**src/rtl/uvs_pkg.sv**
```systemverilog
// shared types, constants and helper functions for the uv sphere vertex generator
package uvs_pkg;

  // sizes
  localparam int MaxDivisions = 1024;
  localparam int CountW       = $clog2(MaxDivisions) + 1;
  localparam int IdxW         = CountW - 1;
  localparam int AngleBits    = 16;
  localparam int QuotW        = AngleBits + 1;
  localparam int DividendW    = CountW + AngleBits;
  localparam int RadW         = 24;
  localparam int PosW         = 25;
  localparam int NormW        = 16;
  localparam int TexW         = 17;
  localparam int CW           = 33;
  localparam int CordicSteps  = 28;
  localparam int VtxPerQuad   = 6;
  localparam int VtxCntW      = $clog2(VtxPerQuad);

  localparam logic [VtxCntW-1:0] VtxLast = VtxCntW'(VtxPerQuad - 1);
  localparam logic signed [CW-1:0] CordicGain = CW'(32'h26DD3B6A);

  // arctangent of 2^-i, 2^32 units per turn
  localparam logic [29:0] ATAN_TAB [CordicSteps] = '{
    30'h20000000, 30'h12E4051E, 30'h09FB385B, 30'h051111D4, 30'h028B0D43, 30'h0145D7E1,
    30'h00A2F61E, 30'h00517C55, 30'h0028BE53, 30'h00145F2F, 30'h000A2F98, 30'h000517CC,
    30'h00028BE6, 30'h000145F3, 30'h0000A2FA, 30'h0000517D, 30'h000028BE, 30'h0000145F,
    30'h00000A30, 30'h00000518, 30'h0000028C, 30'h00000146, 30'h000000A3, 30'h00000051,
    30'h00000029, 30'h00000014, 30'h0000000A, 30'h00000005
  };

  // configuration register indexes
  typedef enum logic [1:0] {
    RegRadius = 2'd0,
    RegSlices = 2'd1,
    RegStacks = 2'd2
  } cfg_reg_e;

  typedef logic [CountW-1:0] cnt_t;
  typedef logic [IdxW-1:0]   idx_t;
  typedef logic [AngleBits-1:0] ph_t;

  // one clamped quad request
  typedef struct packed {
    idx_t stack;
    idx_t slice;
  } item_t;

  // one vertex entering the divider
  typedef struct packed {
    logic  vld;
    logic  last;
    cnt_t  k_lat;
    cnt_t  k_lon;
  } vtx_t;

  // per-vertex sideband carried along the pipeline
  typedef struct packed {
    logic            vld;
    logic            last;
    logic [TexW-1:0] u;
    logic [TexW-1:0] v;
  } tag_t;

  typedef struct packed {
    tag_t tag;
    ph_t  lat_ph;
    ph_t  lon_ph;
  } div_out_t;

  typedef struct packed {
    tag_t                  tag;
    logic signed [CW-1:0]  cl;
    logic signed [CW-1:0]  sl;
    logic signed [CW-1:0]  co;
    logic signed [CW-1:0]  so;
  } cord_out_t;

  typedef struct packed {
    logic lat_hi;
    logic lon_hi;
  } vtx_sel_t;

  // zero acts as one, large counts are capped
  function automatic cnt_t eff_count(input cnt_t v);
    if (v == '0) begin
      return CountW'(1);
    end else if (v > CountW'(MaxDivisions)) begin
      return CountW'(MaxDivisions);
    end else begin
      return v;
    end
  endfunction

  // corner order C, A, B, B, D, C
  function automatic vtx_sel_t vtx_sel(input logic [VtxCntW-1:0] c);
    vtx_sel_t r;
    case (c)
      3'd0: r = '{lat_hi: 1'b1, lon_hi: 1'b1};
      3'd1: r = '{lat_hi: 1'b1, lon_hi: 1'b0};
      3'd2: r = '{lat_hi: 1'b0, lon_hi: 1'b0};
      3'd3: r = '{lat_hi: 1'b0, lon_hi: 1'b0};
      3'd4: r = '{lat_hi: 1'b0, lon_hi: 1'b1};
      default: r = '{lat_hi: 1'b1, lon_hi: 1'b1};
    endcase
    return r;
  endfunction

endpackage

```
**src/rtl/uvs_div.sv**
```systemverilog
// pipelined restoring dividers: texture u (also the longitude phase), texture v and latitude phase
module uvs_div (
  input  logic              clk_i,
  input  logic              rst_ni,
  input  logic              en_i,
  input  uvs_pkg::vtx_t     vtx_i,
  input  uvs_pkg::cnt_t     n_lat_i,
  input  uvs_pkg::cnt_t     n_lon_i,
  output uvs_pkg::div_out_t div_o
);
  import uvs_pkg::*;

  localparam int NumLanes = 3;
  localparam int Stages   = QuotW;
  localparam ph_t QuarterTurn = ph_t'(1) << (AngleBits - 2);

  typedef struct packed {
    cnt_t             rem;
    logic [QuotW-1:0] w;
  } dstep_t;

  dstep_t                  st_q   [Stages][NumLanes];
  logic [1:0]              ctl_q  [Stages];
  logic [DividendW-1:0]    dvd    [NumLanes];
  cnt_t                    den    [NumLanes];

  // one quotient bit: the top of w is the next dividend bit
  function automatic dstep_t div_step(input dstep_t a, input cnt_t n);
    logic [CountW:0] r2, df;
    dstep_t          r;
    r2 = {a.rem, a.w[QuotW-1]};
    df = r2 - {1'b0, n};
    if (r2 >= {1'b0, n}) begin
      r.rem = df[CountW-1:0];
      r.w   = {a.w[QuotW-2:0], 1'b1};
    end else begin
      r.rem = r2[CountW-1:0];
      r.w   = {a.w[QuotW-2:0], 1'b0};
    end
    return r;
  endfunction

  // dividends: k * 2^16 + n/2 for texture, k * 2^15 + n/2 for latitude
  always_comb begin
    den[0] = n_lon_i;
    den[1] = n_lat_i;
    den[2] = n_lat_i;
    dvd[0] = {vtx_i.k_lon, AngleBits'(0)} + DividendW'(n_lon_i >> 1);
    dvd[1] = {vtx_i.k_lat, AngleBits'(0)} + DividendW'(n_lat_i >> 1);
    dvd[2] = {1'b0, vtx_i.k_lat, (AngleBits-1)'(0)} + DividendW'(n_lat_i >> 1);
  end

  for (genvar s = 0; s < Stages; s++) begin : g_stage
    for (genvar l = 0; l < NumLanes; l++) begin : g_lane
      dstep_t din;
      if (s == 0) begin : g_first
        assign din.rem = CountW'(dvd[l][DividendW-1:QuotW]);
        assign din.w   = dvd[l][QuotW-1:0];
      end else begin : g_next
        assign din = st_q[s-1][l];
      end
      always_ff @(posedge clk_i) begin
        if (en_i) begin
          st_q[s][l] <= div_step(din, den[l]);
        end
      end
    end

    // valid and last travel with the data
    if (s == 0) begin : g_ctl_first
      always_ff @(posedge clk_i or negedge rst_ni) begin
        if (!rst_ni) begin
          ctl_q[s] <= '0;
        end else if (en_i) begin
          ctl_q[s] <= {vtx_i.vld, vtx_i.last};
        end
      end
    end else begin : g_ctl_next
      always_ff @(posedge clk_i or negedge rst_ni) begin
        if (!rst_ni) begin
          ctl_q[s] <= '0;
        end else if (en_i) begin
          ctl_q[s] <= ctl_q[s-1];
        end
      end
    end
  end

  always_comb begin
    div_o.tag.vld  = ctl_q[Stages-1][1];
    div_o.tag.last = ctl_q[Stages-1][0];
    div_o.tag.u    = st_q[Stages-1][0].w;
    div_o.tag.v    = st_q[Stages-1][1].w;
    div_o.lon_ph   = st_q[Stages-1][0].w[AngleBits-1:0];
    div_o.lat_ph   = st_q[Stages-1][2].w[AngleBits-1:0] - QuarterTurn;
  end

endmodule

```
**config.mk**
```make
export PLATFORM = sky130hd
export DESIGN_NAME = uvs_div
export DESIGN_NICKNAME = d
export VERILOG_FILES = /design/src/rtl/uvs_pkg.sv /design/src/rtl/uvs_div.sv
export SDC_FILE = /design/constraint.sdc
export NUM_CORES = 2
export LEC_CHECK = 0
export BUFFER_PORTS_ARGS = -buffer_cell sky130_fd_sc_hd__buf_4
export CORE_MARGIN = 3
export CORE_UTILIZATION = 50
export CTS_CLUSTER_SIZE = 28
export DETAILED_ROUTE_END_ITERATION = 6
export GPL_TIMING_DRIVEN = 0
export PLACE_DENSITY = 0.62
export RECOVER_POWER = 50
export SLEW_MARGIN = 25
export SYNTH_ARGS = -nofsm -noshare
export SYNTH_HDL_FRONTEND = slang
export SYNTH_SLANG_ARGS = --single-unit
```
**constraint.sdc**
```tcl
create_clock -name clk_i -period 3.8 [get_ports clk_i]
set_input_delay 0.19 -clock clk_i [delete_from_list [all_inputs] [get_ports clk_i]]
set_output_delay 0.19 -clock clk_i [all_outputs]
set_load 0.01 [all_outputs]
```
# --- Word-level counts from Yosys, hierarchy flattened ---
# Memories as Yosys holds them, arrays and structs flattened.
# Cells that the tools add are included.
classes:
  add_sub_neg: 55
  magnitude_cmp: 51
  mux: 104
ops:
  columns: ["cell", "count"]
  rows:
  - ["$mux 28", 102]
  - ["$ge 12x11->1", 48]
  - ["$sub 11x11->11", 51]
  - ["$add 27x10->27", 2]
  - ["$ge 11x11->1", 3]
  - ["$add 26x10->27", 1]
  - ["$sub 16x15->16 const B", 1]
  - ["$mux 1", 2]
word_totals:
  reg_bits: 34
  ram_bits: 1428
  output_inout_bits: 68
  wordCells: 228
  memories: 1
mem_list:
  columns: ["memory", "words", "word_bits", "rd", "rd_ports_with_merged_regs", "wr", "line_no", "rtl"]
  rows:
  - ["st_q", 17, 84, 17, 0, 17, "uvs_div.sv:22", "dstep_t st_q [Stages][NumLanes];"]

# --- Logic depth before layout (Yosys ltp) ---
logic_depth:
  word_depth: 4
  mapped_depth: 12
  depth_no_buf: 11

# --- Worst setup path after synthesis ---
# No wires, ideal clock.
synth_timing:
  path_kind: "input -> register"
  from: "input n_lat_i[1]"
  to: "memory st_q[3][19] in the netlist's numbering (data pin)"
  setup_time_ps: 260
  arrival_time_ps: 3202
  required_ps: 3540
  setup_slack_ps: 338
  path_stages: 11
  n_path_buf: 1
  cell_sequence: "inv_1 -> ha_1 -> ha_1 -> o21ai_0 -> nand2b_1 -> a21oi_1 -> o21a_1 -> o21ai_0 -> a211o_1 -> clkbuf_1 -> mux2_2"
synth_rtl:
  columns: ["item", "line_no", "rtl"]
  rows:
  - ["start, declared", "uvs_div.sv:7", "input uvs_pkg::cnt_t n_lat_i,"]
  - ["end, declared", "uvs_div.sv:22", null]

# --- Worst setup path after layout ---
layout_timing:
  from: "input en_i"
  to: "register ctl_q[27] in the netlist's numbering"
layout_rtl:
  columns: ["item", "line_no", "rtl"]
  rows:
  - ["start, declared", "uvs_div.sv:5", "input logic en_i,"]
  - ["end signal, assigned by index", "uvs_div.sv:83", "ctl_q[s] <= ctl_q[s-1];"]
  - ["end, declared", "uvs_div.sv:23", "logic [1:0] ctl_q [Stages];"]
# No word-level cell between the ends.

==> reports/results.ini <==
[run_status]
status=finished, final reports clean

[synthesis]
synth_compound_area_share_pct=12.4
yosys_warnings=0
syn_area_per_cell_um2=12.6
syn_inst=5264
synth_nets=5911
synthMuxAreaShare_pct=5.68
ys_seq_elements=1235
synthSimpleGateAreaFrac_pct=7.61
async_reset_ff_share_pct=2.75
synth_ff_type=edfxtp_1
synth_seq_area_share_pct=55.5
synth_top_family_by_area=compound AO/OA/AOI/OAI gates
synthAdderAreaFrac_pct=11.8
synth_edf_count=1201
ys_types=74
synth_area_mm2=0.0665
yosys.area_share.xor_xnor_pct=4.38

[clocking]
cts_tree=built
path_clk_slew_ns=0.06
cts_sinks=1235
clockBufferDepth=3
cts_root_buffer=clkbuf_16
clock_latency_ns=0.76
numCtsBuffers=141
cts.htree.levels=4
cts_setup_buffers=0

[routing]
drc=0
drt_wl_total_mm=122
vias=41300
postRouteAntennaNets=0
drt_iter0_markers=2308
wire_per_inst_um=16.4
drt-pass1-iter-count=5
via_per_inst=5.54

[sta]
fin_crit_sh_pct=91.5
fmax_mhz=287
fin_worst_skew_ns=0.0209
rsz0062_at_grt=yes
finalSetupViolations=0
post-route-min-period_ns=3.48
hold_viol=0
setup_slack_ns=0.321
relSlewSlack_pct=33.5
tightest_slew_ns=0.997
slew_viol_final=0
whs_ns=0.0950

[layout]
fin_nets=6234
final_common_cell=edfxtp_1
syn_to_final_growth_pct=12.8
final_cell_mix=edfxtp_1, ha_1, a21oi_1
n_antenna_cell=0
drive_above_1_share_pct=13.5
stdcell_area_mm2=0.0751

[die]
ioPinCount=117
dieHeight_um=371
std_cell_rows=133
die-width_um=371
initial_core_util_pct=50.5
design.die.area_mm2=0.138
core_area_mm2=0.132

[place]
io_buffers=116
hpwlAfterDp_mm=82.6
postPlaceCellArea_mm2=0.0700
place_ws_ns=-0.125
gp_congestion=0.829

[grt]
grt_pass1_wl_mm=200
grt_pass1_vias=41000
grt_max_degree=151
grt-ovfl-total=0
track_usage_pct=17.9
antenna_found_initial=0

[worst_setup_path]
critPathCaptureType=flop
worstPathArrival_ns=4.10
crit_fanout=143
cp.required_ns=4.42
startpoint_type=input port
crit_type=in -> reg

[flow_run]
maxCapViolCount=0

[min_path]
hp-class=in -> reg

[power_and_ir_drop]
power.density_mw_per_mm2=773
leakage_nw=28.9
irDropWorstVdd_v=0.000456

final timing paths:
kind                                             start                     end  slack [ns]  cells after the start
worst max-delay path                              en_i   ctl_q[27]$_DFFE_PN0P_        0.32                      8
worst min-delay path                        n_lon_i[0]   st_q[0][73]$_DFFE_PP_        0.09                      3
worst max register to register  st_q[10][44]$_DFFE_PP_  st_q[11][53]$_DFFE_PP_        0.60                     11
worst min register to register   st_q[5][30]$_DFFE_PP_   st_q[6][31]$_DFFE_PP_        0.41                      0
max in group asynchronous                       rst_ni    ctl_q[2]$_DFFE_PN0P_        3.15                      4
min in group asynchronous                       rst_ni   ctl_q[33]$_DFFE_PN0P_        0.47                      4
per-layer routing:
layer  vias up  global-route usage [%]  wire length, um
met2       649                    31.1            60200
met5         -                       0                0
met3       220                    3.24             4310
met4         0                    5.98             3130
li1      20600                       -                -
met1     19800                    22.4            54400
registers in the layout, summed over array words and instances (netlist names):
name,flops
div_o,2
st_q,1201
ctl_q,32
kinds of logic after synthesis:
family	after synthesis
buffers and inverters	389
AND/OR/NAND/NOR	1030
flip-flops	1235
multiplexers	340
XOR/XNOR	333
AO/OA/AOI/OAI	1339
adder cells (fa/ha/maj)	598
worst max-delay path: stages:
cell and delay, ns:
dlygate4sd3_1 0.61, buf_16 0.39, buf_16 0.58, buf_16 0.48
buf_16 0.34, clkbuf_1 0.32, buf_1 0.44, mux2_2 0.40
where the power goes:
part           internal (mW)  switching (mW)  leakage [nW]
clock network           7.83            5.43          2.24
registers               20.1            1.53          12.1
logic                   11.0            12.1          14.6
synthesized netlist by cell type, types with 15 or more instances:
cell	number	area, um2
xor2_1	122	1070
nand3b_1	16	120
nand2_1	260	976
mux2i_1	39	390
a211oi_1	27	203
a21oi_1	465	2330
nand3_1	61	305
and2_1	23	144
o21bai_1	54	405
nand4b_1	21	184
xnor2_1	211	1850
nor4b_1	16	140
nand4_1	40	250
mux2_2	301	3390
a41o_1	20	200
nor3_1	49	245
or4b_2	18	180
o31a_1	15	131
a211o_1	35	307
nand2b_1	56	350
nor2b_1	73	457
nor2_1	326	1220
edfxtp_1	1201	36100
buf_2	16	80.1
dfrtp_1	34	851
and3_1	26	163
a31oi_1	55	344
inv_1	230	863
a21o_1	116	871
buf_4	66	495
o21ai_0	331	1660
fa_1	48	961
clkbuf_1	72	270
o211ai_1	21	158
a41oi_1	20	175
o2111ai_1	16	140
ha_1	550	6880
o21a_1	60	450
final cells by class:
type                       instances  area [um2]
timing repair buffer             180        1730
buffer                           159         876
inverter                         230         893
tap                             1755        2200
clock buffer                     172        3760
multi-input combinational       3640       27900
fill                           10700       56700
clock inverter                    86         808
sequential                      1235       36900
what timing repair did:
item / 4_1_cts / 5_1_grt
hold buffers: 48 / 0
gates resized for setup: 0 / 3
endpoints found under the setup margin: 0 / 102
hold endpoints to repair: 196 / 0
metrics by stage:
stage / utilization (%) / power, mW / setup TNS [ns] / instances
final: 57.0 / 58.0 / 0 / 7457
after global routing: 57.0 / 62.4 / -0.0292 / 7457
after CTS: 57.0 / 58.5 / 0 / 7456
after detailed placement: 53.1 / 44.8 / -3.85 / 7150
after global placement: 52.8 / 44.4 / - / 7135
after floorplan: - / 39.9 / 0 / 5264
(Power assumes the default switching activity.)
