### src/rtl/uvs_pkg.sv
// shared types, constants and helper functions for the uv sphere vertex generator
package uvs_pkg;

  // sizes
  localparam int MaxDivisions = 1024;
  localparam int CountW       = $clog2(MaxDivisions) + 1;
  localparam int IdxW         = CountW - 1;
  localparam int AngleBits    = 16;
  localparam int QuotW        = AngleBits + 1;
  localparam int DividendW    = CountW + AngleBits;
  localparam int RadW         = 24;
  localparam int PosW         = 25;
  localparam int NormW        = 16;
  localparam int TexW         = 17;
  localparam int CW           = 33;
  localparam int CordicSteps  = 28;
  localparam int VtxPerQuad   = 6;
  localparam int VtxCntW      = $clog2(VtxPerQuad);

  localparam logic [VtxCntW-1:0] VtxLast = VtxCntW'(VtxPerQuad - 1);
  localparam logic signed [CW-1:0] CordicGain = CW'(32'h26DD3B6A);

  // arctangent of 2^-i, 2^32 units per turn
  localparam logic [29:0] ATAN_TAB [CordicSteps] = '{
    30'h20000000, 30'h12E4051E, 30'h09FB385B, 30'h051111D4, 30'h028B0D43, 30'h0145D7E1,
    30'h00A2F61E, 30'h00517C55, 30'h0028BE53, 30'h00145F2F, 30'h000A2F98, 30'h000517CC,
    30'h00028BE6, 30'h000145F3, 30'h0000A2FA, 30'h0000517D, 30'h000028BE, 30'h0000145F,
    30'h00000A30, 30'h00000518, 30'h0000028C, 30'h00000146, 30'h000000A3, 30'h00000051,
    30'h00000029, 30'h00000014, 30'h0000000A, 30'h00000005
  };

  // configuration register indexes
  typedef enum logic [1:0] {
    RegRadius = 2'd0,
    RegSlices = 2'd1,
    RegStacks = 2'd2
  } cfg_reg_e;

  typedef logic [CountW-1:0] cnt_t;
  typedef logic [IdxW-1:0]   idx_t;
  typedef logic [AngleBits-1:0] ph_t;

  // one clamped quad request
  typedef struct packed {
    idx_t stack;
    idx_t slice;
  } item_t;

  // one vertex entering the divider
  typedef struct packed {
    logic  vld;
    logic  last;
    cnt_t  k_lat;
    cnt_t  k_lon;
  } vtx_t;

  // per-vertex sideband carried along the pipeline
  typedef struct packed {
    logic            vld;
    logic            last;
    logic [TexW-1:0] u;
    logic [TexW-1:0] v;
  } tag_t;

  typedef struct packed {
    tag_t tag;
    ph_t  lat_ph;
    ph_t  lon_ph;
  } div_out_t;

  typedef struct packed {
    tag_t                  tag;
    logic signed [CW-1:0]  cl;
    logic signed [CW-1:0]  sl;
    logic signed [CW-1:0]  co;
    logic signed [CW-1:0]  so;
  } cord_out_t;

  typedef struct packed {
    logic lat_hi;
    logic lon_hi;
  } vtx_sel_t;

  // zero acts as one, large counts are capped
  function automatic cnt_t eff_count(input cnt_t v);
    if (v == '0) begin
      return CountW'(1);
    end else if (v > CountW'(MaxDivisions)) begin
      return CountW'(MaxDivisions);
    end else begin
      return v;
    end
  endfunction

  // corner order C, A, B, B, D, C
  function automatic vtx_sel_t vtx_sel(input logic [VtxCntW-1:0] c);
    vtx_sel_t r;
    case (c)
      3'd0: r = '{lat_hi: 1'b1, lon_hi: 1'b1};
      3'd1: r = '{lat_hi: 1'b1, lon_hi: 1'b0};
      3'd2: r = '{lat_hi: 1'b0, lon_hi: 1'b0};
      3'd3: r = '{lat_hi: 1'b0, lon_hi: 1'b0};
      3'd4: r = '{lat_hi: 1'b0, lon_hi: 1'b1};
      default: r = '{lat_hi: 1'b1, lon_hi: 1'b1};
    endcase
    return r;
  endfunction

endpackage

### src/rtl/uvs_seq.sv
// vertex sequencer: expands one quad into its six corner vertices
module uvs_seq (
  input  logic           clk_i,
  input  logic           rst_ni,
  input  logic           item_vld_i,
  input  uvs_pkg::item_t item_i,
  output logic           pop_o,
  input  logic           adv_i,
  output uvs_pkg::vtx_t  vtx_o
);
  import uvs_pkg::*;

  item_t               cur_q;
  logic                busy_q;
  logic [VtxCntW-1:0]  cnt_q;
  logic                emit, fin;
  vtx_sel_t            sel;

  assign emit  = busy_q && adv_i;
  assign fin   = emit && (cnt_q == VtxLast);
  assign pop_o = item_vld_i && (!busy_q || fin);

  // current vertex
  always_comb begin
    sel         = vtx_sel(cnt_q);
    vtx_o.vld   = busy_q;
    vtx_o.last  = (cnt_q == VtxLast);
    vtx_o.k_lat = {1'b0, cur_q.stack} + CountW'(sel.lat_hi);
    vtx_o.k_lon = {1'b0, cur_q.slice} + CountW'(sel.lon_hi);
  end

  always_ff @(posedge clk_i) begin
    if (pop_o) begin
      cur_q <= item_i;
    end
  end

  // corner counter
  always_ff @(posedge clk_i or negedge rst_ni) begin
    if (!rst_ni) begin
      busy_q <= 1'b0;
      cnt_q  <= '0;
    end else if (pop_o) begin
      busy_q <= 1'b1;
      cnt_q  <= '0;
    end else if (fin) begin
      busy_q <= 1'b0;
    end else if (emit) begin
      cnt_q <= cnt_q + VtxCntW'(1);
    end
  end

endmodule

### config.mk
export PLATFORM = sky130hd
export DESIGN_NAME = uvs_seq
export DESIGN_NICKNAME = d
export VERILOG_FILES = /design/src/rtl/uvs_pkg.sv /design/src/rtl/uvs_seq.sv
export SDC_FILE = /design/constraint.sdc
export NUM_CORES = 1
export LEC_CHECK = 0
export ABC_CLOCK_PERIOD_IN_PS = 2400
export BUFFER_PORTS_ARGS = -buffer_cell sky130_fd_sc_hd__buf_2
export CAP_MARGIN = 20
export CORE_MARGIN = 1.5
export CORE_UTILIZATION = 43
export DETAILED_ROUTE_END_ITERATION = 8
export PLACE_DENSITY = 0.74
export SLEW_MARGIN = 25
export SYNTH_ARGS = -nofsm -noshare
export SYNTH_HDL_FRONTEND = slang
export SYNTH_SLANG_ARGS = --single-unit
### constraint.sdc
create_clock -name clk_i -period 2.4 [get_ports clk_i]
set_clock_uncertainty 0.1 [all_clocks]
set_input_delay 0.48 -clock clk_i [delete_from_list [all_inputs] [get_ports clk_i]]
set_output_delay 0.48 -clock clk_i [all_outputs]
set_load 0.1 [all_outputs]
==> impl_table.tex, run 1 <==
\begin{tabular}{lr}
\hline
Metric & Value \\
\hline
\multicolumn{2}{l}{\textbf{Outcome}} \\
Status & stopped before the end \\
Stopped at & global routing \\
First logged error message & [ERROR DPL-0033] detailed placement checks failed during check placement. \\
\multicolumn{2}{l}{\textbf{Floorplan}} \\
Count of pins on the block boundary & between 40 and 50 \\
Number of core rows & 19 \\
Horizontal die dimension & 57.7 microns \\
Starting density of the core & a little under half \\
Height of the die & around 58 microns \\
\multicolumn{2}{l}{\textbf{GRT}} \\
Antenna violations before repair & 0 \\
Pin count of the biggest net entering global routing & 21 \\
\multicolumn{2}{l}{\textbf{Placement}} \\
Number of buffers added on ports & 48 \\
Post-detailed-placement half-perimeter wirelength & $\sim$2700 microns \\
RD Place Congestion & roughly 0.8 \\
\multicolumn{2}{l}{\textbf{CTS}} \\
Clock root buffer & sky130\_fd\_sc\_hd\_\_clkbuf\_4 \\
Number of buffers inserted during clock tree synthesis & 3 \\
Clock buffer depth & 2 \\
Sinks on the clock net & 24 \\
Depth of the CTS H-tree & 1 \\
\multicolumn{2}{l}{\textbf{Synth}} \\
Synthesized netlist cell count & 110 \\
Post-Syn Area & approximately 1300 sq um \\
Count of unique library cells instantiated by Yosys & 26 \\
Fraction of the mapped netlist area in compound gates & about 5.7\% \\
Share of async-settable or async-resettable flops after synthesis & roughly 17\% \\
Synth warn & 0 \\
Xor/xnor share of the synthesized area & 10.9\% \\
Total nets after synthesis & around 140 \\
Part of the Yosys area used for sequential elements & 54.4\% \\
Adder-cell share of the synthesized area & 8.75\% \\
Most used DFF post-synth & sky130\_fd\_sc\_hd\_\_edfxtp\_1 \\
Post-synth EDFFs & 20 \\
Dominant combinational cell family by area after synthesis & simple AND/OR/NAND/NOR gates \\
Simple-gate area share of the yosys netlist & between 10\% and 20\% \\
Portion of netlist area occupied by mux cells & 0\% \\
Post-synthesis average cell area & $\sim$12 sq um \\
Flop and latch count out of synthesis & 24 \\
\multicolumn{2}{l}{\textbf{Timing}} \\
Worst\_ep kind & primary output \\
Worst endpoint after global-route timing repair & vtx\_o[15] \\
\hline
\end{tabular}
==> per-stage QoR <==
step           cells  setup WS (ns)  instance area, sq um
4_1_cts          210         -0.636                  2620
3_5_place_dp     201         -0.346                  2480
3_3_place_gp     201         -0.193                  2480
2_1_floorplan    110         -0.379                  1750
==> synthesized netlist by cell type (2+ instances only) <==
cell	instances	area share, %
sky130_fd_sc_hd__edfxtp_1	20	47
sky130_fd_sc_hd__xor2_1	10	6.8
sky130_fd_sc_hd__ha_1	9	8.7
sky130_fd_sc_hd__inv_1	9	2.6
sky130_fd_sc_hd__nand2_1	9	2.6
sky130_fd_sc_hd__nand3_1	9	3.5
sky130_fd_sc_hd__xnor2_1	6	4.1
sky130_fd_sc_hd__dfrtp_1	4	7.8
sky130_fd_sc_hd__nor2_1	4	1.2
sky130_fd_sc_hd__nor3_1	4	1.6
sky130_fd_sc_hd__o21ai_0	4	1.6
sky130_fd_sc_hd__a21oi_1	3	1.2
sky130_fd_sc_hd__nand2b_1	3	1.5
sky130_fd_sc_hd__a22o_1	2	1.4
sky130_fd_sc_hd__and3_1	2	0.97
sky130_fd_sc_hd__o22ai_1	2	0.97
==> cell families after synthesis <==
family,count (synthesis)
AND/OR/NAND/NOR,38
flip-flops,24
AO/OA/AOI/OAI,12
XOR/XNOR,16
adder cells (fa/ha/maj),9
buffers and inverters,11
==> repair_timing <==
item / CTS
hold buffers: 1
setup endpoints to repair: 22
gates resized for setup: 17
pin swaps: 13
hold endpoints to repair: 4
setup buffers: 5
==> run 2, diff against run 1 <==
ABC_CLOCK_PERIOD_IN_PS = 3100   (was 2400)
CORE_UTILIZATION = 35   (was 43)
PLACE_DENSITY = not set   (was 0.74)
PLACE_DENSITY_LB_ADDON = 0.15   (was not set)
clock period = 3.1 ns   (was 2.4 ns; I/O delays follow)
==> run 2 against run 1 <==
Effect of this change:
- the flow now finishes without violations
- synthesized cell count did not move
- synthesized area did not move
==> impl_table.tex, run 2 <==
\begin{tabular}{lr}
\hline
Metric & Value \\
\hline
\multicolumn{2}{l}{\textbf{Final layout}} \\
Top library cells by usage in the layout, fill and taps aside & sky130\_fd\_sc\_hd\_\_buf\_2, sky130\_fd\_sc\_hd\_\_edfxtp\_1, sky130\_fd\_sc\_hd\_\_buf\_12 \\
Fraction of layout cells with a size suffix above 1 & around two thirds \\
Final cell count without fillers & roughly 210 \\
Layout net count & between 200 and 250 \\
Number of flip-flops in the largest register & 20 \\
Largest regs & cur\_q (20), cnt\_q (3), busy\_q (1) \\
Most common library cell in the layout ignoring fill and taps & sky130\_fd\_sc\_hd\_\_buf\_2 \\
Reg with most FFs & cur\_q \\
Fill cell count & 260 \\
Layout overhead on the synthesized area & 75.8\% \\
Number of diodes & 0 \\
\multicolumn{2}{l}{\textbf{Synth}} \\
Most common cell in the synthesized netlist & sky130\_fd\_sc\_hd\_\_edfxtp\_1 \\
Post-Syn Area & approximately 1300 sq um \\
Post-synthesis average cell area & 11.7 sq um \\
Most used DFF post-synth & sky130\_fd\_sc\_hd\_\_edfxtp\_1 \\
Post-synth EDFFs & 20 \\
Top post-synthesis cells by area & sky130\_fd\_sc\_hd\_\_edfxtp\_1, sky130\_fd\_sc\_hd\_\_ha\_1, sky130\_fd\_sc\_hd\_\_dfrtp\_1 \\
Synthesized netlist cell count & 110 \\
Cell taking the most area after synthesis & sky130\_fd\_sc\_hd\_\_edfxtp\_1 \\
Most used standard cells in the synthesized netlist & sky130\_fd\_sc\_hd\_\_edfxtp\_1, sky130\_fd\_sc\_hd\_\_xor2\_1 \\
Part of the Yosys area used for sequential elements & 54.4\% \\
Flop and latch count out of synthesis & 24 \\
Synth warn & 0 \\
Count of unique library cells instantiated by Yosys & 26 \\
Share of the synthesized area in the top cell type & 46.6\% \\
Share of async-settable or async-resettable flops after synthesis & approximately 17\% \\
Total nets after synthesis & 143 \\
\multicolumn{2}{l}{\textbf{Worst hold path}} \\
Class of the most critical hold timing path & in2async \\
\multicolumn{2}{l}{\textbf{Timing}} \\
Min Tclk post-route & between 3 and 4 ns \\
Max-slew violation count & 0 \\
Actual slew at the worst max-slew pin & roughly 0.49 ns \\
Worst slack on hold paths & about 0.05 ns \\
Headroom to the max-slew limit & between 60\% and 70\% \\
Fin crit share & 97.6\% \\
Number of failing setup endpoints in the final timing report & 0 \\
Fmax achieved & roughly 330 MHz \\
Final hold violation count & 0 \\
RSZ-0062 raised after global routing & yes \\
Setup slack of the critical path after layout & 0.0730 ns \\
\multicolumn{2}{l}{\textbf{Placement}} \\
Inst Count DP & between 200 and 250 \\
RD Place Congestion & 0.788 \\
Post-place setup slack & between 0.03 and 0.04 ns \\
Number of buffers added on ports & between 40 and 50 \\
Post-detailed-placement half-perimeter wirelength & 2240 microns \\
\multicolumn{2}{l}{\textbf{CTS}} \\
Sinks on the clock net & 24 \\
Depth of the CTS H-tree & 1 \\
TritonCTS clock tree & yes \\
Number of buffers added to fix hold violations after cts & 0 \\
Clock root buffer & sky130\_fd\_sc\_hd\_\_clkbuf\_8 \\
CTS clk-pin slew, worst paths & around 0.080 ns \\
Number of buffers inserted during clock tree synthesis & 3 \\
Clock buffer depth & 2 \\
Clock insertion delay at the later pin of the skew report & roughly 0.26 ns \\
\multicolumn{2}{l}{\textbf{Critical path}} \\
Startpoint of the most critical setup path & cnt\_q[1] \\
Critical path startpoint category & flip-flop \\
Critical Path, Cell by Cell & inv\_2, ha\_4, inv\_4, a21oi\_2, o21ai\_2, ha\_2, ha\_4, nand2\_4, nor3\_4, xor2\_4, buf\_12 \\
WP data arrival & between 2 and 2.5 ns \\
Master of the slowest instance on the critical path & sky130\_fd\_sc\_hd\_\_dfrtp\_1 \\
CP Class & reg2out \\
Max incr delay on CP & 0.42 ns \\
Required time of the worst setup path & around 2.4 ns \\
Cell count of the worst reg-to-reg path & 6 \\
Largest fanout on the critical path & 4 \\
Most Frequent Cell on Critical Path & sky130\_fd\_sc\_hd\_\_ha\_4 \\
Crit. End Element & primary output \\
Critical register-to-register path startpoint & cnt\_q[1] \\
\multicolumn{2}{l}{\textbf{Job}} \\
Max-capacitance violation count & 0 \\
\multicolumn{2}{l}{\textbf{GRT}} \\
Antenna violations before repair & 0 \\
Total global routing overflow & 0 \\
Wire length of the first global-routing pass & around 4600 microns \\
Pin count of the biggest net entering global routing & 21 \\
Via count of the first global-routing pass & $\sim$1000 \\
Global-route total usage across every layer & $\sim$15\% \\
\multicolumn{2}{l}{\textbf{Power and ir drop}} \\
Cell Pwr Density & about 830 nW/um\^{}2 \\
Max VDD drop & 591 uV \\
Standby leakage power & about 0.92 nW \\
\multicolumn{2}{l}{\textbf{Drt}} \\
Number of DRC markers in iteration 0 & 37 \\
Aggregate routed wire length & 2920 microns \\
Initial DRT Pass Iterations & 4 \\
Via density per instance & between 4 and 5 \\
DRC violation count after routing & 0 \\
Average wire per cell in the routed design & 13.7 microns \\
Via count & just under 1000 \\
Antenna-violating nets left & 0 \\
\multicolumn{2}{l}{\textbf{Floorplan}} \\
Height of the die & 63.7 microns \\
Floorplan Core Area & 3440 sq um \\
Starting density of the core & between 30 and 40\% \\
Horizontal die dimension & approximately 64 microns \\
Number of core rows & 21 \\
Die area & about 4000 sq um \\
Count of pins on the block boundary & 49 \\
\multicolumn{2}{l}{\textbf{Outcome}} \\
Status & complete, no violations \\
\hline
\end{tabular}
-- run 2: cell counts after synthesis --
No cell type changed its count.
-- run 2: cell type report --
type	instances	area (sq um)	area share [%]
clock buffer	4	45.0	1.99
inverter	9	36.3	1.60
multi-input combinational	75	896	39.6
sequential	24	703	31.1
tap	46	57.6	2.54
timing repair buffer	55	526	23.2
-- run 2: routing by layer --
metal	global-route usage, %	share of wire (%)	up-vias
met1	16.1	38	462
met3	2.14	3.2	6
met4	5.98	2.1	0
met2	28.3	57	30
met5	0	0	-
li1	-	-	492
-- run 2: cells by family after synthesis --
family                   count (synthesis)  synth area share (%)
AND/OR/NAND/NOR                         38                  16.6
flip-flops                              24                  54.4
XOR/XNOR                                16                  10.9
AO/OA/AOI/OAI                           12                  5.73
buffers and inverters                   11                  3.60
adder cells (fa/ha/maj)                  9                  8.75
-- run 2: per-stage QoR --
stage	cell area, sq um	utilization [%]	TNS (ns)	total power, mW
after floorplan	1480	-	-0.425	1.33
after global placement	2020	58.6	0	1.52
after detailed placement	2020	58.6	0	1.54
after CTS	2120	61.6	-0.0128	1.75
after global routing	2260	65.8	-0.0621	1.98
final	2260	65.8	0	1.89
-- run 2: path summary, 6_finish.rpt --
path / slack, ns / to
min in group clk_i: 0.43 / cur_q[10]
setup reg to reg: 1.25 / cur_q[16]
hold reg to reg: 0.51 / cnt_q[1]
setup / recovery: 0.07 / vtx_o[8]
max in group asynchronous: 2.72 / cnt_q[0]
hold / removal: 0.05 / cnt_q[2]
-- run 2: critical path: cells and delay by family (launching register included) --
kind	cells	cell delay [ns]
XOR/XNOR	1	0.18
adder cells (fa/ha/maj)	3	0.59
AND/OR/NAND/NOR	2	0.32
flip-flops	1	0.42
buffers and inverters	3	0.35
AO/OA/AOI/OAI	2	0.19
-- run 2: report_power, final --
group | leakage [nW] | total [mW] | switching, mW | internal [mW]
logic | 0.673 | 1.22 | 0.852 | 0.371
registers | 0.225 | 0.479 | 0.0744 | 0.404
clock network | 0.0228 | 0.183 | 0.0918 | 0.0917
total | 0.920 | 1.89 | 1.02 | 0.868
-- run 2: what timing repair did --
action | CTS | global route
setup endpoints to repair | 11 | 13
buffers inserted | 1 | 2
pin swaps | 4 | 11
resized for setup | 15 | 31
(Power assumes the default switching activity.)
==> run 3, diff against run 2 <==
CORE_AREA = 2 2 63 65   (was not set)
CORE_MARGIN = not set   (was 1.5)
CORE_UTILIZATION = not set   (was 35)
DIE_AREA = 0 0 65 67   (was not set)
MAX_ROUTING_LAYER = met4   (was not set)
SKIP_CTS_REPAIR_TIMING = 1   (was not set)
==> run 3 against run 2 <==
Effect of this change:
- wire length decreased by 6.1%
- sequential share of layout area up 0.67 points
- final cell count up 0.47%
- combinational power is 3% lower
- die area is 7.5% higher
- first-iteration DRC count shrank 2.7%
- global-route usage shrank 1.8 points
- clock-buffer cell count down 1
- register-to-register slack improved by 0.06 ns
- sequential power about the same
- via count up 0.81%
- non-clock buffer count down 1
- critical path type unchanged
- largest power group unchanged
==> impl_table.tex, run 3 (synthesis results as in run 2) <==
\begin{tabular}{lr}
\hline
Metric & Value \\
\hline
\multicolumn{2}{l}{\textbf{GRT}} \\
Antenna violations before repair & 0 \\
Global Route met2 Usage & between 20 and 25\% \\
Fraction of met1 tracks used by global routing & between 10\% and 20\% \\
Met3 Track Usage GR & 2.36\% \\
Pin count of the biggest net entering global routing & 21 \\
Global routing's busiest layer & met2 \\
Total global routing overflow & 0 \\
Wire length of the first global-routing pass & 4130 microns \\
Via count of the first global-routing pass & between 900 and 1000 \\
Global-route total usage across every layer & between 10\% and 20\% \\
\multicolumn{2}{l}{\textbf{Final layout}} \\
Layout net count & 200 \\
Final cell count without fillers & roughly 210 \\
Layout overhead on the synthesized area & 72.1\% \\
Largest regs & cur\_q (20), cnt\_q (3), busy\_q (1) \\
Fill cell count & 280 \\
Most common library cell in the layout ignoring fill and taps & sky130\_fd\_sc\_hd\_\_buf\_2 \\
Number of diodes & 0 \\
Top library cells by usage in the layout, fill and taps aside & sky130\_fd\_sc\_hd\_\_buf\_2, sky130\_fd\_sc\_hd\_\_edfxtp\_1, sky130\_fd\_sc\_hd\_\_buf\_12 \\
Fraction of layout cells with a size suffix above 1 & about three fifths \\
Number of flip-flops in the largest register & 20 \\
Reg with most FFs & cur\_q \\
Post-route core utilization & between 60\% and 70\% \\
\multicolumn{2}{l}{\textbf{Timing}} \\
Min Tclk post-route & 3.05 ns \\
RSZ-0062 raised after global routing & yes \\
Final hold violation count & 0 \\
Fin crit share & a little over nine tenths \\
Number of failing setup endpoints in the final timing report & 0 \\
Max-slew violation count & 0 \\
Actual slew at the worst max-slew pin & between 0.5 and 0.6 ns \\
Setup TNS & 0 ns \\
Headroom to the max-slew limit & 66.6\% \\
Setup slack of the critical path after layout & 0.0474 ns \\
Fmax achieved & roughly 330 MHz \\
\multicolumn{2}{l}{\textbf{Critical path}} \\
Master of the slowest instance on the critical path & sky130\_fd\_sc\_hd\_\_dfrtp\_1 \\
CP Class & reg2out \\
Buffers plus inverters on the worst setup path & 2 \\
Max incr delay on CP & 0.40 ns \\
Crit. End Element & primary output \\
Critical Path, Cell by Cell & inv\_1, ha\_1, nand2\_2, o21ai\_1, o22ai\_2, ha\_2, ha\_4, and3\_4, nand3\_4, xnor2\_4, buf\_12 \\
Required time of the worst setup path & $\sim$2.4 ns \\
Family with the most delay on the worst path & adder cells \\
Largest fanout on the critical path & 4 \\
Critical path startpoint category & flip-flop \\
WP data arrival & approximately 2.3 ns \\
\multicolumn{2}{l}{\textbf{Placement}} \\
Post-detailed-placement half-perimeter wirelength & between 2000 and 2500 microns \\
Inst Count DP & around 210 \\
RD Place Congestion & $\sim$0.8 \\
Number of buffers added on ports & 48 \\
Post-place setup slack & about 0.037 ns \\
\multicolumn{2}{l}{\textbf{Drt}} \\
DRC violation count after routing & 0 \\
Aggregate routed wire length & between 2000 and 3000 microns \\
Number of DRC markers in iteration 0 & 36 \\
Via count & 998 \\
Antenna-violating nets left & 0 \\
Average wire per cell in the routed design & between 10 and 15 microns \\
Initial DRT Pass Iterations & 4 \\
Via density per instance & roughly 4.7 \\
\multicolumn{2}{l}{\textbf{CTS}} \\
Number of buffers inserted during clock tree synthesis & 3 \\
Sinks on the clock net & 24 \\
CTS clk-pin slew, worst paths & $\sim$0.07 ns \\
Clock insertion delay at the later pin of the skew report & approximately 0.25 ns \\
TritonCTS clock tree & yes \\
Clock buffer depth & 2 \\
Depth of the CTS H-tree & 1 \\
Clock root buffer & sky130\_fd\_sc\_hd\_\_clkbuf\_8 \\
\multicolumn{2}{l}{\textbf{Outcome}} \\
Status & complete, no violations \\
\multicolumn{2}{l}{\textbf{Floorplan}} \\
Die area & 4360 sq um \\
Floorplan Core Area & about 3600 sq um \\
Number of core rows & 22 \\
Height of the die & between 60 and 70 microns \\
Starting density of the core & 35.7\% \\
Count of pins on the block boundary & 49 \\
Horizontal die dimension & around 65 microns \\
\multicolumn{2}{l}{\textbf{Job}} \\
Max-capacitance violation count & 0 \\
\multicolumn{2}{l}{\textbf{Power and ir drop}} \\
Standby leakage power & approximately 0.91 nW \\
Cell Pwr Density & slightly above 800 nW/um\^{}2 \\
PnR Total Power & 1.83 mW \\
Max VDD drop & 469 uV \\
\multicolumn{2}{l}{\textbf{Worst hold path}} \\
Class of the most critical hold timing path & in2async \\
\hline
\end{tabular}
-- run 3: layer usage --
layer / vias up / part of all wire, %
met1: 476 / 38
met5: - / 0
met4: 0 / 0.84
met3: 2 / 4.4
met2: 24 / 56
li1: 496 / -
-- run 3: layout make-up --
cell class              count  area [sq um]  share of cell area [%]
well taps                  48          60.1                    2.71
clock inverters             1          3.75                   0.169
flip-flops and latches     24           703                    31.7
repair buffers             54           518                    23.4
clock buffers               3          41.3                    1.86
inverters                   9          33.8                    1.52
multi-input cells          75           856                    38.6
-- run 3: worst paths after layout --
kind	startpoint	end	slack, ns	depth (start not counted)
max in group asynchronous	rst_ni	cnt_q[2]	2.72	1
min reg2reg	busy_q	busy_q	0.54	2
max	cnt_q[1]	vtx_o[17]	0.05	11
min in group clk_i	item_i[4]	cur_q[4]	0.44	1
min	rst_ni	cnt_q[1]	0.05	1
max reg2reg	cnt_q[1]	cur_q[4]	1.31	6
-- run 3: power breakdown --
part	leakage, nW	internal, mW	switching (mW)
sequential	0.225	0.404	0.0720
combinational	0.660	0.343	0.833
clock	0.0231	0.0881	0.0849
total	0.908	0.836	0.989
-- run 3: worst register-to-register path: stages (launching register included) --
cell	delay (ns)
sky130_fd_sc_hd__dfrtp_1	0.42
sky130_fd_sc_hd__inv_1	0.15
sky130_fd_sc_hd__ha_4	0.17
sky130_fd_sc_hd__nand3_1	0.07
sky130_fd_sc_hd__nand2_1	0.09
sky130_fd_sc_hd__and2_1	0.19
sky130_fd_sc_hd__buf_4	0.29
-- run 3: through the flow --
stage	hold slack [ns]	area, sq um
after floorplan	0.224	1480
after global placement	0.330	2010
after detailed placement	0.329	2010
after CTS	0.0496	2060
after global routing	0.0372	2220
final	0.0515	2220
==> run 4, diff against run 3 <==
MAX_ROUTING_LAYER = not set   (was met4)
REMOVE_ABC_BUFFERS = 1   (was not set)
==> run 4 against run 3 <==
Effect of this change:
- the flow now finishes with violations (negative setup slack)
- via count is 2.8% higher
- worst setup slack worse by 0.051 ns
- register-to-register slack worse by 0.09 ns
- utilization is 1.1 points lower
- sequential share of layout area is 0.57 points higher
- critical path type unchanged
- wire length is 8.1% higher
- highest routed layer unchanged
==> impl_table.tex, run 4 (synthesis results as in run 2) <==
\begin{tabular}{lr}
\hline
Metric & Value \\
\hline
\multicolumn{2}{l}{\textbf{Outcome}} \\
Violated checks & negative setup slack \\
Status & finished, violations left \\
\multicolumn{2}{l}{\textbf{Timing}} \\
Headroom to the max-slew limit & 67.9\% \\
Number of failing setup endpoints in the final timing report & 1 \\
Worst slack on hold paths & $\sim$0.048 ns \\
Max-slew violation count & 0 \\
Final hold violation count & 0 \\
Actual slew at the worst max-slew pin & about 0.49 ns \\
Fmax achieved & about 320 MHz \\
Setup slack of the critical path after layout & -0.00363 ns \\
Fin crit share & 100\% \\
RSZ-0062 raised after global routing & yes \\
Min Tclk post-route & 3.10 ns \\
\multicolumn{2}{l}{\textbf{Critical path}} \\
Largest fanout on the critical path & 5 \\
Crit. End Element & primary output \\
Required time of the worst setup path & between 2 and 2.5 ns \\
WP data arrival & roughly 2.4 ns \\
Critical register-to-register path startpoint & cnt\_q[1] \\
Startpoint of the most critical setup path & cnt\_q[0] \\
Critical path startpoint category & flip-flop \\
CP Class & reg2out \\
\multicolumn{2}{l}{\textbf{GRT}} \\
Antenna violations before repair & 0 \\
Global-route total usage across every layer & 12.8\% \\
Via count of the first global-routing pass & about 940 \\
Wire length of the first global-routing pass & just over 4000 microns \\
Pin count of the biggest net entering global routing & 21 \\
Total global routing overflow & 0 \\
\multicolumn{2}{l}{\textbf{CTS}} \\
Number of buffers inserted during clock tree synthesis & 3 \\
Clock insertion delay at the later pin of the skew report & approximately 0.26 ns \\
Clock root buffer & sky130\_fd\_sc\_hd\_\_clkbuf\_8 \\
Depth of the CTS H-tree & 1 \\
TritonCTS clock tree & yes \\
Clock buffer depth & 2 \\
Sinks on the clock net & 24 \\
CTS clk-pin slew, worst paths & approximately 0.08 ns \\
\multicolumn{2}{l}{\textbf{Drt}} \\
Aggregate routed wire length & between 2000 and 3000 microns \\
Via count & between 1000 and 1500 \\
Average wire per cell in the routed design & 13.5 microns \\
Number of DRC markers in iteration 0 & 42 \\
DRC violation count after routing & 0 \\
Initial DRT Pass Iterations & 4 \\
Via density per instance & about 4.7 \\
Antenna-violating nets left & 0 \\
\multicolumn{2}{l}{\textbf{Final layout}} \\
Largest regs & cur\_q (20), cnt\_q (3), busy\_q (1) \\
Layout overhead on the synthesized area & 69.1\% \\
Fraction of layout cells with a size suffix above 1 & 57.3\% \\
Number of flip-flops in the largest register & 20 \\
Reg with most FFs & cur\_q \\
Layout net count & 205 \\
Top library cells by usage in the layout, fill and taps aside & sky130\_fd\_sc\_hd\_\_buf\_2, sky130\_fd\_sc\_hd\_\_edfxtp\_1, sky130\_fd\_sc\_hd\_\_xor2\_1 \\
Most common library cell in the layout ignoring fill and taps & sky130\_fd\_sc\_hd\_\_buf\_2 \\
Number of diodes & 0 \\
\multicolumn{2}{l}{\textbf{Placement}} \\
Post-place setup slack & approximately 0.066 ns \\
RD Place Congestion & between 0.7 and 0.8 \\
Post-detailed-placement half-perimeter wirelength & 2110 microns \\
Number of buffers added on ports & 48 \\
\multicolumn{2}{l}{\textbf{Floorplan}} \\
Horizontal die dimension & between 60 and 70 microns \\
Die area & roughly 4400 sq um \\
Height of the die & between 60 and 70 microns \\
Floorplan Core Area & about 3600 sq um \\
Starting density of the core & a little over a third \\
Number of core rows & 22 \\
Count of pins on the block boundary & 49 \\
\multicolumn{2}{l}{\textbf{Worst hold path}} \\
Class of the most critical hold timing path & in2async \\
\multicolumn{2}{l}{\textbf{Job}} \\
Max-capacitance violation count & 0 \\
\multicolumn{2}{l}{\textbf{Power and ir drop}} \\
Max VDD drop & 424 uV \\
Cell Pwr Density & between 900 and 1000 nW/um\^{}2 \\
Standby leakage power & approximately 0.91 nW \\
\hline
\end{tabular}
==> run 4: area by class of cell <==
class | instances | area (sq um)
fill | 296 | 1430
multi-input combinational | 75 | 738
sequential | 24 | 703
timing repair buffer | 59 | 584
tap | 48 | 60.1
clock buffer | 4 | 55.1
inverter | 9 | 36.3
==> run 4: power by group <==
group | switching, mW | internal (mW)
Clock | 0.0933 | 0.113
Sequential | 0.0618 | 0.404
Combinational | 0.882 | 0.418
==> run 4: path summary, 6_finish.rpt <==
kind / endpoint / slack [ns] / cells after the start
max: vtx_o[8] / -0.004 / 11
max in group asynchronous: cnt_q[2] / 2.71 / 1
min: cnt_q[1] / 0.05 / 1
max reg2reg: cur_q[12] / 1.22 / 7
min in group clk_i: cur_q[0] / 0.43 / 1
min reg2reg: busy_q / 0.56 / 2
==> run 4: per-stage QoR <==
step / area [sq um] / setup TNS (ns) / power [mW] / std cells / utilization (%)
finish: 2180 / -0.00363 / 1.97 / 219 / 60.4
global route: 2180 / -0.618 / 2.07 / 219 / 60.4
CTS: 1850 / -1.33 / 1.69 / 209 / 51.2
detailed placement: 1790 / 0 / 1.48 / 205 / 49.7
global placement: 1790 / 0 / 1.47 / 205 / 49.7
floorplan: 1270 / -9.26 / 1.29 / 108 / -
==> run 4: routing by layer <==
| layer | part of all wire (%) | track usage, % | vias to the layer above |
|---|---|---|---|
| met2 | 55 | 23.2 | 27 |
| met1 | 40 | 14.1 | 484 |
| met4 | 0.74 | 6.38 | 0 |
| met5 | 0 | 0 | - |
| li1 | - | - | 513 |
| met3 | 4.2 | 2.53 | 2 |
==> run 4: worst max-delay path: stages (launching register included) <==
cell and delay, ns:
sky130_fd_sc_hd__dfrtp_2 0.45, sky130_fd_sc_hd__buf_6 0.14, sky130_fd_sc_hd__ha_4 0.16, sky130_fd_sc_hd__inv_4 0.07, sky130_fd_sc_hd__a21oi_2 0.06, sky130_fd_sc_hd__o21ai_2 0.13, sky130_fd_sc_hd__ha_2 0.23, sky130_fd_sc_hd__ha_4 0.17
sky130_fd_sc_hd__nand2_4 0.06, sky130_fd_sc_hd__nor3_2 0.13, sky130_fd_sc_hd__xor2_1 0.25, sky130_fd_sc_hd__clkbuf_16 0.25
